$ cat src/rtl/core/svpd_pkg.sv
`default_nettype none

package svpd_pkg;

    localparam int ANGLE_BITS_DEF    = 16;
    localparam int CORDIC_STAGES_DEF = 16;
    localparam int MAX_STAGES        = 24;
    localparam int SQRT_STEPS        = 16;

    // datapath width of the CORDIC x/y registers and of the sine CORDIC z registers
    localparam int CW = 34;

    localparam int QUEUE_DEPTH = 2;
    localparam int QPTR_W      = 1;

    localparam logic [15:0] PERIOD_RST = 16'd1600;
    localparam logic [15:0] GAIN_RST   = 16'd5851;
    localparam logic [15:0] LIMIT_RST  = 16'd37814;

    localparam logic [1:0] REG_PERIOD = 2'd0;
    localparam logic [1:0] REG_GAIN   = 2'd1;
    localparam logic [1:0] REG_LIMIT  = 2'd2;

    localparam logic [2:0] SECTOR_0 = 3'd0;
    localparam logic [2:0] SECTOR_1 = 3'd1;
    localparam logic [2:0] SECTOR_2 = 3'd2;
    localparam logic [2:0] SECTOR_3 = 3'd3;
    localparam logic [2:0] SECTOR_4 = 3'd4;

    localparam logic [31:0] TURN_QUARTER = 32'h4000_0000;
    localparam logic [31:0] TURN_HALF    = 32'h8000_0000;
    localparam logic [31:0] TURN_SIXTH   = 32'd715827883;

    localparam logic signed [CW-1:0] CORDIC_K  = 34'sd652032874;
    localparam logic [30:0]          SQRT3_Q30 = 31'd1859775393;

    localparam logic [31:0] ATAN_TURN [MAX_STAGES] = '{
        32'h20000000, 32'h12E4051E, 32'h09FB385B, 32'h051111D4, 32'h028B0D43, 32'h0145D7E1,
        32'h00A2F61E, 32'h00517C55, 32'h0028BE53, 32'h00145F2F, 32'h000A2F98, 32'h000517CC,
        32'h00028BE6, 32'h000145F3, 32'h0000A2F9, 32'h0000517D, 32'h000028BE, 32'h0000145F,
        32'h00000A30, 32'h00000518, 32'h0000028C, 32'h00000146, 32'h000000A3, 32'h00000051
    };

    // first turn fraction of each sector: ceil(k * 2^32 / 6)
    localparam logic [31:0] SECTOR_BASE [6] = '{
        32'd0, 32'd715827883, 32'd1431655766, 32'd2147483648, 32'd2863311531, 32'd3579139414
    };

    typedef struct packed {
        logic                   d_zero;
        logic signed [15:0]     q;
        logic [15:0]            ang;
        logic [31:0]            sumsq;
        logic signed [CW-1:0]   cx;
        logic signed [CW-1:0]   cy;
        logic [31:0]            cz;
    } front_item_t;

    typedef struct packed {
        logic signed [25:0]     u_raw;
        logic [31:0]            theta;
    } polar_item_t;

    typedef struct packed {
        logic empty;
        logic full;
    } q_status_t;

endpackage

`default_nettype wire

$ cat src/rtl/core/svpd_in_if.sv
`default_nettype none

interface svpd_in_if;
    logic               valid;
    logic               ready;
    logic signed [15:0] q_voltage;
    logic signed [15:0] d_voltage;
    logic [15:0]        elec_angle;

    modport source (output valid, output q_voltage, output d_voltage, output elec_angle,
                    input ready);
    modport sink (input valid, input q_voltage, input d_voltage, input elec_angle,
                  output ready);
endinterface

`default_nettype wire

$ cat src/rtl/core/svpd_front.sv
`default_nettype none

module svpd_front (
    input  wire                    clk,
    input  wire                    rst_n,
    svpd_in_if.sink                vec,
    input  wire                    q_full,
    output logic                   push,
    output svpd_pkg::front_item_t  item
);

    logic                  vld_reg;
    svpd_pkg::front_item_t item_reg;
    svpd_pkg::front_item_t item_next;

    logic signed [15:0]             d;
    logic signed [15:0]             q;
    logic signed [31:0]             dd;
    logic signed [31:0]             qq;
    logic signed [svpd_pkg::CW-1:0] dx;
    logic signed [svpd_pkg::CW-1:0] qy;

    assign vec.ready = !vld_reg || !q_full;
    assign push      = vld_reg && !q_full;
    assign item      = item_reg;

    always_comb
    begin
        d  = vec.d_voltage;
        q  = vec.q_voltage;
        dd = d * d;
        qq = q * q;
        dx = {{(svpd_pkg::CW - 30){d[15]}}, d, 14'd0};
        qy = {{(svpd_pkg::CW - 30){q[15]}}, q, 14'd0};
        item_next.d_zero = (d == 16'sd0);
        item_next.q      = q;
        item_next.ang    = vec.elec_angle;
        item_next.sumsq  = $unsigned(dd) + $unsigned(qq);
        // fold the left half plane onto the right before vectoring
        if (d[15])
        begin
            item_next.cx = -dx;
            item_next.cy = -qy;
            item_next.cz = svpd_pkg::TURN_HALF;
        end
        else
        begin
            item_next.cx = dx;
            item_next.cy = qy;
            item_next.cz = 32'd0;
        end
    end

    always_ff @(posedge clk or negedge rst_n)
    begin
        if (!rst_n)
            vld_reg <= 1'b0;
        else if (vec.ready)
            vld_reg <= vec.valid;
    end

    always_ff @(posedge clk)
    begin
        if (vec.valid && vec.ready)
            item_reg <= item_next;
    end

endmodule

`default_nettype wire

$ cat src/flat_wrapper.sv
// flat-port wrapper written by rule: the top's interface ports become plain ports
module svpd_front_flat 
  (clk, rst_n, q_full, push, item, vec_valid, vec_q_voltage, vec_d_voltage, vec_elec_angle, vec_ready);
  svpd_in_if vec_i ();
  input  wire clk;
  input  wire rst_n;
  input  wire q_full;
  output logic push;
  output svpd_pkg::front_item_t item;
  input wire logic [$bits(vec_i.valid)-1:0] vec_valid;
  input wire logic [$bits(vec_i.q_voltage)-1:0] vec_q_voltage;
  input wire logic [$bits(vec_i.d_voltage)-1:0] vec_d_voltage;
  input wire logic [$bits(vec_i.elec_angle)-1:0] vec_elec_angle;
  output wire logic [$bits(vec_i.ready)-1:0] vec_ready;
  assign vec_i.valid = vec_valid;
  assign vec_i.q_voltage = vec_q_voltage;
  assign vec_i.d_voltage = vec_d_voltage;
  assign vec_i.elec_angle = vec_elec_angle;
  assign vec_ready = vec_i.ready;
  svpd_front u_core (.clk(clk), .rst_n(rst_n), .vec(vec_i), .q_full(q_full), .push(push), .item(item));
endmodule
$ cat config.mk
export PLATFORM = sky130hd
export DESIGN_NAME = svpd_front_flat
export DESIGN_NICKNAME = d
export VERILOG_FILES = /design/src/rtl/core/svpd_pkg.sv /design/src/rtl/core/svpd_in_if.sv /design/src/rtl/core/svpd_front.sv /design/src/flat_wrapper.sv
export SDC_FILE = /design/constraint.sdc
export NUM_CORES = 1
export LEC_CHECK = 0
export BUFFER_PORTS_ARGS = -buffer_cell sky130_fd_sc_hd__buf_2
export CORE_MARGIN = 2
export CORE_UTILIZATION = 45
export CTS_CLUSTER_SIZE = 20
export DETAILED_ROUTE_END_ITERATION = 10
export HOLD_SLACK_MARGIN = 0.08
export MAX_ROUTING_LAYER = met4
export PLACE_DENSITY = 0.63
export SETUP_SLACK_MARGIN = 0.3
export SLEW_MARGIN = 20
export SYNTH_ARGS = -nofsm -noshare
export SYNTH_HDL_FRONTEND = slang
export SYNTH_SLANG_ARGS = --single-unit
$ cat constraint.sdc
create_clock -name clk -period 9.32 [get_ports clk]
set_input_delay 0.932 -clock clk [delete_from_list [all_inputs] [get_ports clk]]
set_output_delay 0.932 -clock clk [all_outputs]
set_load 0.01 [all_outputs]
==> flow_metrics.tcl, run 1 <==
set metrics [dict create \
    outcome "finished, final reports clean" \
    synthAdderAreaFrac_pct 56.7 \
    io_pins 219 \
    start_util_pct 45.7 \
    cts_resized 0 \
    synth_area_leaders "fa_1, edfxtp_1, inv_1" \
    setup_ws_ns 1.14 \
    post-route-drc-count 0 \
    synth-xor-area-share_pct 3.57 \
    relSlewSlack_pct 47.9 \
    ys_types 60 \
    use_met2_pct 37.7 \
    synthMuxAreaShare_pct 0.240 \
    tritoncts "done" \
    fill_cells 4502 \
    synth_top_family_by_area "adder cells" \
    crit_top_cell "fa_1" \
    grt_pass1_vias 15500 \
    area_growth_pct 6.78 \
    ys_warn_count 0 \
    clock-root-buffer "clkbuf_16" \
    die_h_um 224 \
    crit_type "in2reg" \
    gp_congestion 0.930 \
    maxCapViolations 0 \
    place_ws_ns 0.781 \
    hold_viol 0 \
    overflow 0 \
    dp.cells 2835 \
    first_iter_violations 684 \
    antenna_left 0 \
    worstRegToRegCells 3 \
    final_cells 2852 \
    synth_area_mm2 0.0219 \
    report.final.slew_viol_count 0 \
    finalClockSkew_ns 0.0117 \
    crit_path_end_kind "flop" \
    synthFlopType "edfxtp_1" \
    synthCells 2107 \
    drive_above_1_share_pct 8.99 \
    synth_area_per_cell_um2 10.4 \
    cp_max_fo 14 \
    synth_top_area_share_pct 47.5 \
    slowest_delay_ns 0.55 \
    grt_usage_pct 21.9 \
    critPathSlowestCell "fa_1" \
    die_area_mm2 0.0504 \
    min_period_over_period_pct 87.8 \
    busiest_layer "met2" \
    async_reset_ff_share_pct 0.943 \
    cts_hold_buf 0 \
    clk_pin_slew_ns 0.08 \
    r2r_start "u_core.vld_reg$_DFFE_PN0N_" \
    nets 2962 \
    synth_largest_area_cell "fa_1" \
    antenna_found_initial 1 \
    setup_violations 0 \
    wl_mm 50.7 \
    synth_edf_count 105 \
    register_area_mm2 0.00318 \
    fin_tns_setup_ns 0 \
    hold_class "in2async" \
    ys_seq_area_share_pct 14.5 \
    synth-compound-area-share_pct 3.10 \
    cts_buffer_depth 2 \
    synth_seq_cells 106 \
    tightest_slew_ns 0.781 \
    yosys.area_share.simple_pct 7.75 \
    largest_reg_flops 105 \
    clock-sinks 106 \
    core_area_mm2 0.0478 \
    viasPerCell 4.93 \
    htreeDepth 3 \
    die_w_um 224 \
    drt_pass1_iterations 5 \
    stdcell_area_mm2 0.0233 \
    critPathArrivalTime_ns 8.33 \
    wire_per_inst_um 17.8 \
    fin_crit_ns 8.18 \
    met1_usage_pct 25.7 \
    worstPathRequired_ns 9.47 \
    grt_max_degree 60 \
    dp_hpwl_mm 42.9 \
    place.port_buffers 159 \
    grt_first_pass_wirelength_mm 80.8 \
    cts_inserted_buffers 9 \
    clk_latency_ns 0.40 \
    multiInputGateArea_mm2 0.0158 \
    rows 80 \
    via_count 14100 \
    met3_usage_pct 2.53 \
    timing.fmax_ghz 0.122 \
    placed_cell_area_mm2 0.0231 \
    rsz0062_at_grt "false" \
    crit_start "vec_q_voltage[10]" \
    crit_path_start_kind "input pin" \
    post_cts_buffers 0 \
]
==> layout by cell type, fill, tap and decap left out, types with 3 or more instances in the layout <==
cell type	count
or4_1	3
or2_2	4
conb_1	64
nand2b_1	5
o21a_1	5
o31ai_1	6
nor2_1	97
nor4_1	3
fa_1	519
nand4_1	4
nand2_1	150
a31o_2	3
and3_1	3
o21ai_0	16
mux2i_1	3
xor2_1	14
a31oi_1	3
clkinv_1	7
nand3_1	6
and2_1	66
or3_1	4
o21bai_1	3
o41ai_1	3
buf_2	159
nor3_1	9
nor2b_1	7
clkbuf_16	9
a21oi_1	28
edfxtp_1	105
xnor2_1	75
inv_1	635
a21o_1	12
ha_1	160
buf_4	9
==> worst paths after layout <==
path                                              end  slack [ns]
min                        u_core.vld_reg$_DFFE_PN0N_        0.30
max reg2reg                 u_core.item[57]$_DFFE_PP_        7.08
min reg2reg                u_core.vld_reg$_DFFE_PN0N_        0.54
min in group clk           u_core.vld_reg$_DFFE_PN0N_        0.54
max in group asynchronous  u_core.vld_reg$_DFFE_PN0N_        8.94
max                        u_core.item[130]$_DFFE_PP_        1.14
==> stage by stage <==
| step | hold WS, ns | utilization (%) |
|---|---|---|
| final | 0.296 | 48.8 |
| after global routing | 0.275 | 48.8 |
| after CTS | 0.269 | 48.8 |
| after detailed placement | 0.528 | 48.2 |
| after global placement | 0.500 | 48.2 |
| after floorplan | 0.539 | - |
==> final cells by class <==
type | instances | share of cell area, %
Timing Repair Buffer | 168 | 3.70
Clock buffer | 10 | 0.981
Clock inverter | 6 | 0.209
Tap cell | 615 | 3.30
Inverter | 642 | 10.3
Antenna cell | 1 | 0.0107
Sequential cell | 106 | 13.6
Multi-Input combinational cell | 1304 | 67.9
==> synth_stat cells, drive strengths merged (5+ instances only) <==
| master | n |
|---|---|
| a21oi | 28 |
| nand3 | 6 |
| o31ai | 7 |
| o21ai | 16 |
| nor2b | 7 |
| a21o | 12 |
| and2 | 67 |
| clkbuf | 50 |
| buf | 68 |
| xor2 | 14 |
| edfxtp | 105 |
| xnor2 | 75 |
| nand2b | 5 |
| nand2 | 151 |
| inv | 635 |
| or3 | 5 |
| fa | 519 |
| ha | 160 |
| o21a | 5 |
| clkinv | 7 |
| nor2 | 97 |
| nor3 | 9 |
==> metal layers <==
metal / up-vias / share of wire [%]
met2: 389 / 54
met5: - / 0
met3: 97 / 4.0
li1: 6245 / -
met4: 0 / 4.8
met1: 7330 / 37
==> worst max-delay path, delay by kind of cell <==
kind,cells,cell delay [ns]
adders and majority gates,9,4.34
AOI/OAI and AO/OA,4,1.32
buffers and inverters,8,1.08
and+or+nand+nor,4,0.65
==> cells by family after synthesis <==
kind of cell               Yosys count
and+or+nand+nor                    369
DFF                                106
adders and majority gates          679
buffers and inverters              760
other                                1
xor gates and xnor gates            89
muxes                                5
AOI/OAI and AO/OA                   98
Power of run 1 is not shown: default switching activity piles up to over one toggle a cycle in this logic, so the estimate is an artifact.
==> inputs of run 2 (changes only) <==
--- a/config.mk
+++ b/config.mk
@@ -5,14 +5,14 @@
 export SDC_FILE = /design/constraint.sdc
 export NUM_CORES = 1
 export LEC_CHECK = 0
-export BUFFER_PORTS_ARGS = -buffer_cell sky130_fd_sc_hd__buf_2
 export CORE_MARGIN = 2
 export CORE_UTILIZATION = 45
 export CTS_CLUSTER_SIZE = 20
 export DETAILED_ROUTE_END_ITERATION = 10
+export DONT_BUFFER_PORTS = 1
 export HOLD_SLACK_MARGIN = 0.08
 export MAX_ROUTING_LAYER = met4
-export PLACE_DENSITY = 0.63
+export PLACE_DENSITY = 0.59
 export SETUP_SLACK_MARGIN = 0.3
 export SLEW_MARGIN = 20
 export SYNTH_ARGS = -nofsm -noshare
==> flow_metrics.tcl, run 2 (same netlist as run 1, synthesis figures left out) <==
set metrics [dict create \
    outcome "finished, final reports clean" \
    min_period_over_period_pct 84.1 \
    rsz0062_at_grt "false" \
    gp_congestion 0.904 \
    crit_start "vec_d_voltage[15]" \
    die_w_um 224 \
    fill_cells 4475 \
    crit_path_start_kind "input pin" \
    grt_max_degree 55 \
    clk_pin_slew_ns 0.08 \
    htreeDepth 3 \
    crit_type "in2reg" \
    relSlewSlack_pct 51.4 \
    clock-root-buffer "clkbuf_16" \
    cts_inserted_buffers 9 \
    first_iter_violations 666 \
    tightest_slew_ns 0.725 \
    antenna_left 0 \
    setup_violations 0 \
    grt_first_pass_wirelength_mm 79.3 \
    layout_common_cells "inv_1, fa_1, ha_1, nand2_1, edfxtp_1" \
    drive_above_1_share_pct 1.83 \
    antenna_found_initial 1 \
    critPathArrivalTime_ns 7.99 \
    cts_hold_buf 0 \
    io_pins 219 \
    report.final.slew_viol_count 0 \
    slowest_delay_ns 0.70 \
    largest_reg_flops 105 \
    start_util_pct 45.7 \
    diodes 0 \
    cts_resized 0 \
    post_cts_buffers 0 \
    fin_crit_ns 7.83 \
    dp_hpwl_mm 42.1 \
    r2r_start "u_core.vld_reg$_DFFE_PN0N_" \
    place.port_buffers 0 \
    clock-sinks 106 \
    post-route-drc-count 0 \
    viasPerCell 4.94 \
    die_h_um 224 \
    hold_class "in2async" \
    finalClockSkew_ns 0.00715 \
    crit_chain "clkinv_1 > nor2_1 > fa_1 > fa_1 > inv_1 > fa_1 > fa_1 > fa_1 > fa_1 > fa_1 > fa_1 > inv_1 > ha_1 > a21o_1 > a21oi_1 > o31ai_1 > a31oi_1 > o21ai_0 > xnor2_1" \
    overflow 0 \
    rows 80 \
    hold_viol 0 \
    worstPathRequired_ns 9.48 \
    wire_per_inst_um 18.4 \
    final_common_cell "inv_1" \
    core_area_mm2 0.0478 \
    crit_path_end_kind "flop" \
    timing.fmax_ghz 0.128 \
    drt_pass1_iterations 7 \
    cp_max_fo 49 \
    grt_usage_pct 21.6 \
    via_count 13300 \
    critical-path-top-delay-family "adder cells" \
    crit_top_cell "fa_1" \
    clk_latency_ns 0.40 \
    tritoncts "done" \
    cp_num_buf_inv 3 \
    area_growth_pct 3.10 \
    maxCapViolations 0 \
    critPathSlowestCell "fa_1" \
    grt_pass1_vias 14900 \
    fin_tns_setup_ns 0 \
    wl_mm 49.4 \
    cts_buffer_depth 2 \
    nets 2798 \
    die_area_mm2 0.0504 \
]
==> run 2: per-layer routing <==
| metal | global-route usage (%) | share of wire [%] | vias up |
|---|---|---|---|
| met4 | 9.04 | 3.9 | 0 |
| met2 | 37.6 | 55 | 363 |
| met3 | 3.27 | 5.3 | 75 |
| met5 | - | 0 | - |
| li1 | - | - | 5901 |
| met1 | 25.0 | 36 | 6930 |
==> run 2: layout make-up <==
cell class / instances / area [µm²] / area share [%]
sequential: 106 / 3180 / 14.1
timing repair buffer: 4 / 30.0 / 0.133
tap: 615 / 769 / 3.41
clock buffer: 9 / 225 / 0.999
inverter: 642 / 2410 / 10.7
clock inverter: 7 / 83.8 / 0.372
multi-input combinational: 1304 / 15800 / 70.3
==> run 2: path summary, 6_finish.rpt <==
kind                                              end  slack (ns)  depth (start not counted)
min reg2reg                u_core.vld_reg$_DFFE_PN0N_        0.60                          2
min in group clk           u_core.vld_reg$_DFFE_PN0N_        0.60                          2
max reg2reg                u_core.item[124]$_DFFE_PP_        7.06                          3
max in group asynchronous  u_core.vld_reg$_DFFE_PN0N_        9.04                          0
min                        u_core.vld_reg$_DFFE_PN0N_        0.22                          0
max                        u_core.item[131]$_DFFE_PP_        1.49                         19
==> run 2: per-stage QoR <==
| step | worst slack (ns) | cell area (µm²) | util [%] | std cells | hold slack [ns] |
|---|---|---|---|---|---|
| after floorplan | 1.19 | 22100 | - | 2170 | 0.539 |
| after global placement | 1.21 | 22200 | 46.5 | 2671 | 0.576 |
| after detailed placement | 1.11 | 22200 | 46.5 | 2671 | 0.580 |
| after CTS | 1.52 | 22500 | 47.1 | 2687 | 0.191 |
| after global routing | 1.15 | 22500 | 47.1 | 2687 | 0.198 |
| final | 1.49 | 22500 | 47.1 | 2687 | 0.215 |
Power of run 2 is left out for the same reason.
==> inputs of run 3 (changes only) <==
==> constraint.sdc (replaced) <==
create_clock -name clk -period 7.9 [get_ports clk]
set_input_delay 0.79 -clock clk [delete_from_list [all_inputs] [get_ports clk]]
set_output_delay 0.79 -clock clk [all_outputs]
set_load 0.01 [all_outputs]
==> flow_metrics.tcl, run 3 (same netlist as run 1, synthesis figures left out) <==
set metrics [dict create \
    multiInputGateArea_mm2 0.0159 \
    outcome "finished, final reports clean" \
    cts_inserted_buffers 9 \
    io_pins 219 \
    area_growth_pct 3.63 \
    diodes 0 \
    grt_max_degree 58 \
    r2r_start "u_core.vld_reg$_DFFE_PN0N_" \
    report.final.slew_viol_count 0 \
    fill_cells 4509 \
    htreeDepth 3 \
    core_area_mm2 0.0478 \
    wl_mm 51.2 \
    die_h_um 224 \
    relSlewSlack_pct 51.0 \
    busiest_layer "met2" \
    fin_crit_ns 7.27 \
    die_area_mm2 0.0504 \
    drive_above_1_share_pct 2.73 \
    crit_type "in2reg" \
    largest_reg_flops 105 \
    place.port_buffers 0 \
    timing.fmax_ghz 0.138 \
    rsz0062_at_grt "false" \
    nets 2816 \
    min_period_over_period_pct 92.0 \
    first_iter_violations 629 \
    finalClockSkew_ns 0.0137 \
    crit_path_end_kind "flop" \
    dp_hpwl_mm 43.2 \
    hold_viol 0 \
    rows 80 \
    clock-sinks 106 \
    grt_usage_pct 22.1 \
    viasPerCell 4.97 \
    cts_buffer_depth 2 \
    met1_usage_pct 25.4 \
    final_common_cell "inv_1" \
    gp_congestion 0.874 \
    worstPathRequired_ns 8.05 \
    drt_pass1_iterations 5 \
    clk_latency_ns 0.40 \
    grt_first_pass_wirelength_mm 80.8 \
    use_met2_pct 39.2 \
    rrSetupSlack_ns 5.63 \
    cp_max_fo 15 \
    hold_class "in2reg" \
    crit_path_start_kind "input pin" \
    tritoncts "done" \
    register_area_mm2 0.00318 \
    setup_violations 0 \
    antenna_found_initial 0 \
    overflow 0 \
    clk_pin_slew_ns 0.08 \
    grt_pass1_vias 14800 \
    crit_start "vec_d_voltage[10]" \
    maxCapViolations 0 \
    tightest_slew_ns 0.735 \
    antenna_left 0 \
    fin_tns_setup_ns 0 \
    hold_start "vec_q_voltage[13]" \
    clock-root-buffer "clkbuf_16" \
    critPathArrivalTime_ns 7.42 \
    via_count 13400 \
    layout_common_cells "inv_1, fa_1, ha_1, nand2_1, edfxtp_1" \
    met3_usage_pct 3.07 \
    start_util_pct 45.7 \
    post-route-drc-count 0 \
    die_w_um 224 \
    wire_per_inst_um 18.9 \
]
-- run 3: stage by stage --
| stage | instance area [µm²] | utilization, % | std cells | setup slack [ns] | hold WS [ns] |
|---|---|---|---|---|---|
| floorplan | 22100 | - | 2170 | 0.364 | 0.494 |
| global placement | 22300 | 46.7 | 2683 | 0.196 | 0.494 |
| detailed placement | 22300 | 46.7 | 2683 | 0.173 | 0.494 |
| CTS | 22600 | 47.2 | 2700 | 0.601 | 0.467 |
| global route | 22700 | 47.3 | 2705 | 0.311 | 0.470 |
| finish | 22700 | 47.3 | 2705 | 0.631 | 0.487 |
-- run 3: timing repair --
item,4_1_cts,5_1_grt
buffers inserted,0,5
gates resized for setup,0,5
endpoints found under the hold margin,1,0
endpoints found under the setup margin,0,4
hold buffers,1,0
-- run 3: worst paths after layout --
check                                             end  cells after the start
min                        u_core.item[161]$_DFFE_PP_                      0
min in group asynchronous  u_core.vld_reg$_DFFE_PN0N_                      1
min reg2reg                u_core.vld_reg$_DFFE_PN0N_                      2
max                        u_core.item[131]$_DFFE_PP_                     24
max reg2reg                u_core.item[116]$_DFFE_PP_                      3
max in group asynchronous  u_core.vld_reg$_DFFE_PN0N_                      1
-- run 3: cell type report --
cell class	instances	area share (%)
Sequential cell	106	14.0
Timing Repair Buffer	22	0.740
Inverter	642	10.7
Clock buffer	13	1.06
Clock inverter	3	0.116
Multi-Input combinational cell	1304	70.0
Tap cell	615	3.40
-- run 3: critical path, stage by stage --
cell and delay (ns):
inv_1 0.16, nor2_2 0.22, inv_1 0.09, fa_1 0.53
inv_1 0.05, fa_1 0.43, fa_1 0.54, inv_1 0.06
fa_1 0.48, inv_1 0.05, fa_1 0.49, fa_1 0.46
fa_1 0.58, inv_1 0.07, fa_1 0.48, inv_1 0.04
ha_1 0.43, nand4_1 0.22, nor3_1 0.28, nand3_1 0.18
nand2_1 0.22, a31oi_1 0.19, o21ai_0 0.24, xnor2_1 0.09
-- run 3: layer usage --
| metal | wire length [µm] | share of wire [%] | vias to the layer above |
|---|---|---|---|
| met1 | 18900 | 37 | 7062 |
| met4 | 2020 | 4.0 | 0 |
| met3 | 2080 | 4.1 | 95 |
| met2 | 28200 | 55 | 345 |
| met5 | 0 | 0 | - |
| li1 | - | - | 5946 |
Power of run 3 is left out for the same reason.
